[config.mk]
export PLATFORM = sky130hd
export DESIGN_NAME = plti_fifo
export DESIGN_NICKNAME = d
export VERILOG_FILES = /design/src/sv/plti_pkg.sv /design/src/sv/plti_fifo.sv
export SDC_FILE = /design/constraint.sdc
export NUM_CORES = 1
export LEC_CHECK = 0
export BUFFER_PORTS_ARGS = -buffer_cell sky130_fd_sc_hd__buf_2
export CORE_MARGIN = 2
export CORE_UTILIZATION = 25
export DETAILED_ROUTE_END_ITERATION = 12
export MAX_ROUTING_LAYER = met4
export PLACE_DENSITY_LB_ADDON = 0.08
export SLEW_MARGIN = 20
export SYNTH_ARGS = -nofsm -noshare
export SYNTH_HDL_FRONTEND = slang
export SYNTH_SLANG_ARGS = --single-unit
[constraint.sdc]
create_clock -name i_clk -period 3.5 [get_ports i_clk]
set_input_delay 0.35 -clock i_clk [delete_from_list [all_inputs] [get_ports i_clk]]
set_output_delay 0.35 -clock i_clk [all_outputs]
set_load 0.02 [all_outputs]
[src/sv/plti_pkg.sv]
package plti_pkg;

    // default sizes of the table and the sample format
    localparam int MAX_ROWS_DEF     = 64;
    localparam int NUM_CHANNELS_DEF = 10;
    localparam int SAMPLE_BITS_DEF  = 16;

    // fixed field widths
    localparam int CMD_W      = 2;
    localparam int CH_W       = 4;
    localparam int ROW_W      = 6;
    localparam int ROWS_CFG_W = 7;

    // depth of the queue between front and engine, a power of two
    localparam int QUEUE_DEPTH = 4;

    // command codes, also used as the kind of a queued operation
    localparam logic [CMD_W-1:0] CMD_SAMPLE = 2'd0;
    localparam logic [CMD_W-1:0] CMD_AXIS   = 2'd1;
    localparam logic [CMD_W-1:0] CMD_OUT    = 2'd2;

    // row count after reset
    localparam logic [ROWS_CFG_W-1:0] ROWS_RESET = 7'd2;

    // queue status seen by the front and the engine
    typedef struct packed {
        logic full;
        logic empty;
    } t_q_stat;

endpackage

[src/sv/plti_fifo.sv]
module plti_fifo #(
    parameter int DATA_W = 8
) (
    input  logic              i_clk,
    input  logic              i_rst_n,
    input  logic              i_push,
    input  logic [DATA_W-1:0] i_data,
    input  logic              i_pop,
    output logic [DATA_W-1:0] o_data,
    output plti_pkg::t_q_stat o_stat
);

    localparam int DEPTH = plti_pkg::QUEUE_DEPTH;
    localparam int AW    = $clog2(DEPTH);

    logic [DATA_W-1:0] r_mem [DEPTH];
    logic [AW-1:0]     r_wr_ptr;
    logic [AW-1:0]     r_rd_ptr;
    logic [AW:0]       r_count;
    logic [AW:0]       n_count;

    assign o_stat.full  = r_count == (AW + 1)'(DEPTH);
    assign o_stat.empty = r_count == '0;
    assign o_data       = r_mem[r_rd_ptr];

    // occupancy
    always_comb begin
        n_count = r_count;
        if (i_push && !i_pop) begin
            n_count = r_count + 1'b1;
        end else if (!i_push && i_pop) begin
            n_count = r_count - 1'b1;
        end
    end

    // pointers wrap naturally at a power-of-two depth
    always_ff @(posedge i_clk) begin
        if (!i_rst_n) begin
            r_wr_ptr <= '0;
            r_rd_ptr <= '0;
            r_count  <= '0;
        end else begin
            if (i_push) begin
                r_wr_ptr <= r_wr_ptr + 1'b1;
            end
            if (i_pop) begin
                r_rd_ptr <= r_rd_ptr + 1'b1;
            end
            r_count <= n_count;
        end
    end

    // entry storage
    always_ff @(posedge i_clk) begin
        if (i_push) begin
            r_mem[r_wr_ptr] <= i_data;
        end
    end

    a_no_overflow: assert property (@(posedge i_clk) disable iff (!i_rst_n)
        o_stat.full |-> !i_push)
        else $error("queue pushed while full");

    a_no_underflow: assert property (@(posedge i_clk) disable iff (!i_rst_n)
        o_stat.empty |-> !i_pop)
        else $error("queue popped while empty");

    a_count_bound: assert property (@(posedge i_clk) disable iff (!i_rst_n)
        r_count <= (AW + 1)'(DEPTH))
        else $error("queue count beyond depth");

endmodule

==> out/qor.csv <==
stage,metric,value,unit
floorplanning,coreArea,0.00628,mm²
synth,synth_cell_type_count,19,
power,powerDensity,533,mW/mm²
worst_setup_path,critPathMaxFanout,8,
cells_and_area,regArea,0.00114,mm²
placed_design,placed_cell_area,0.00179,mm²
synth,synthesis.area,0.00160,mm²
floorplanning,die_x,84.1,µm
worst_setup_path,crit_chain,mux4_2 -> buf_2,
detailed_routing,drtIter0Drc,55,
detailed_routing,avgRoutedWirePerCell,14.1,µm
global_route,grt_use_met2,0.133,
detailed_routing,firstDrtPassIters,3,
timing,finalHoldViolations,0,
cells_and_area,final_cell_area,0.00187,mm²
power,p_leak,0.668,nW
timing,fin_crit,2090,ps
clocking,cts.sinks,41,
synth,ys.warnings.count,0,
clocking,clock_latency,280,ps
placed_design,dp_hpwl,1830,µm
clocking,clk_pin_slew,70,ps
clocking,tritoncts,built,
cells_and_area,fill_cells,622,
clocking,cts-root-buf,clkbuf_8,
clocking,cts_setup_buffers,0,
worst_setup_path,slowest_stage,dfxtp_1,
synth,synth-seq-area-share,0.712,
worst_setup_path,criticalPathCategory,reg -> out,
placed_design,gp_congestion,0.634,
flow_run,max_cap_viol_count,0,
worst_setup_path,critPathArrivalTime,1740,ps
floorplanning,rows,29,
timing,finalSetupViolCount,0,
global_route,grtUsageMet1,0.0926,
cells_and_area,diodes,0,
clocking,cts_buffer_depth,2,
synth,synthCells,85,
timing,fin_worst_skew,3.49,ps
detailed_routing,drt_wl_total,2670,µm
floorplanning,initial_core_util,0.255,
global_route,track_usage,0.0835,
outcome,status,"complete, no violations",
placed_design,port_buffers,21,
synth,syn_nets,103,
cells_and_area,layout-drive-gt1-share,0.313,
cells_and_area,multi_input_area,430,µm²
power,vdd_drop_max,0.000211,V
global_route,antenna_found_initial,0,
worst_setup_path,slowest_delay,700,ps
clocking,cts_buffers,5,
clocking,h-tree-depth,2,
global_route,grt_pass1_vias,785,
cells_and_area,num-nets-final,129,
timing,fmax,0.478,GHz
cells_and_area,layout_commonest_cell,edfxtp_1,
worst_hold_path,hp-class,in -> reg,
timing,max_slew_margin,0.603,
timing,tightest_slew,595,ps
global_route,grtUsageMet3,0.0346,
cells_and_area,final_cell_mix,"32 x edfxtp_1, 21 x buf_2, 9 x and2_1, 9 x dfxtp_1, 8 x mux4_2",
timing,drv_slew,0,
floorplanning,die_h,84.1,µm
global_route,grt_busiest_layer,met2,
worst_setup_path,crit_required,3150,ps
placed_design,dp_slack,1650,ps
cells_and_area,syn_to_final_growth,16.6,%
clocking,cts_hold_buf,0,
detailed_routing,via_count,793,
timing,worst_slack,1410,ps
worst_setup_path,startpoint_type,flop,
clocking,post_cts_resized,0,
global_route,overflow,0,
global_route,grt_max_degree,13,
cells_and_area,utilization,0.298,
timing,period_share,0.597,
worst_setup_path,endpoint_kind,primary output,
floorplanning,num_io_pins,22,
floorplanning,fp.dieArea,0.00707,mm²
synth,syn-mean-instance-area,18.9,µm²
timing,tns,0,ps
synth,synth_seq_cells,41,
detailed_routing,route.detailed.drc,0,
global_route,grt_pass1_wl,4200,µm
detailed_routing,ant_nets,0,
detailed_routing,avgViaCountPerCell,4.20,
timing,rsz0062_at_grt,false,
worst max-delay path, delay by kind of cell, from the launching register on:
family,cells,cell delay [ps]
multiplexers,1,580
buffers and inverters,1,170
flip-flops,1,700
where the power goes:
| part | internal [mW] | total (mW) | switching [mW] |
|---|---|---|---|
| Clock | 0.134 | 0.285 | 0.151 |
| Combinational | 0.0617 | 0.131 | 0.0694 |
| Sequential | 0.556 | 0.580 | 0.0238 |
area by class of cell:
type	instances	area share
clock buffer	5	0.0368
clock inverter	3	0.00669
inverter	4	0.00803
multi-input combinational	38	0.230
sequential	41	0.610
tap	77	0.0515
timing repair buffer	21	0.0562
path summary, 6_finish.rpt:
path,from,endpoint,slack [ps],cells past startpoint
min,i_data[1],r_mem[3][1],280,1
max,flop,o_data[0],1410,2
min reg2reg,r_count[2],r_count[2],500,2
max reg2reg,r_count[0],r_count[2],2040,4
cells by family after synthesis:
group	count (synthesis)	synth area share
compound gates	2	0.00781
flops	41	0.712
xor+xnor	5	0.0273
mux	10	0.125
fa+ha+maj	6	0.0515
simple gates	15	0.0570
buf+inv	6	0.0195
per-stage QoR:
step | power [mW] | cells | hold slack (ps)
2_1_floorplan | 0.680 | 85 | 449
3_3_place_gp | 0.724 | 181 | 480
3_5_place_dp | 0.726 | 181 | 493
4_1_cts | 1.01 | 189 | 264
5_1_grt | 1.05 | 189 | 271
6_report | 0.996 | 189 | 277
routing by layer:
| metal | up-vias | share of wire | routed length, µm |
|---|---|---|---|
| li1 | 371 | - | - |
| met1 | 400 | 0.42 | 1130 |
| met2 | 17 | 0.50 | 1350 |
| met3 | 5 | 0.055 | 146 |
| met4 | 0 | 0.020 | 53 |
| met5 | - | 0 | 0 |
flip-flops by register name (all words and copies together), names as in the netlist, named ones only:
| signal | cells |
|---|---|
| r_rd_ptr | 2 |
| r_mem | 32 |
| r_count | 3 |
| r_wr_ptr | 2 |
Yosys cell counts:
cell      count  area share
a21boi_1      1      0.0047
and2_1        9       0.035
xnor2_1       2       0.011
or3_1         1      0.0039
clkbuf_2      1      0.0031
ha_1          5       0.039
nor3b_1       1      0.0047
mux2i_1       2       0.012
nor2b_1       2      0.0078
dfxtp_1       9        0.11
nand2_1       1      0.0023
xor2_1        3       0.016
o21ai_0       1      0.0031
edfxtp_1     32        0.60
inv_1         4      0.0094
fa_1          1       0.012
buf_6         1      0.0070
nor3_1        1      0.0031
mux4_2        8        0.11
No activity file was read; power rests on OpenSTA's default activity.
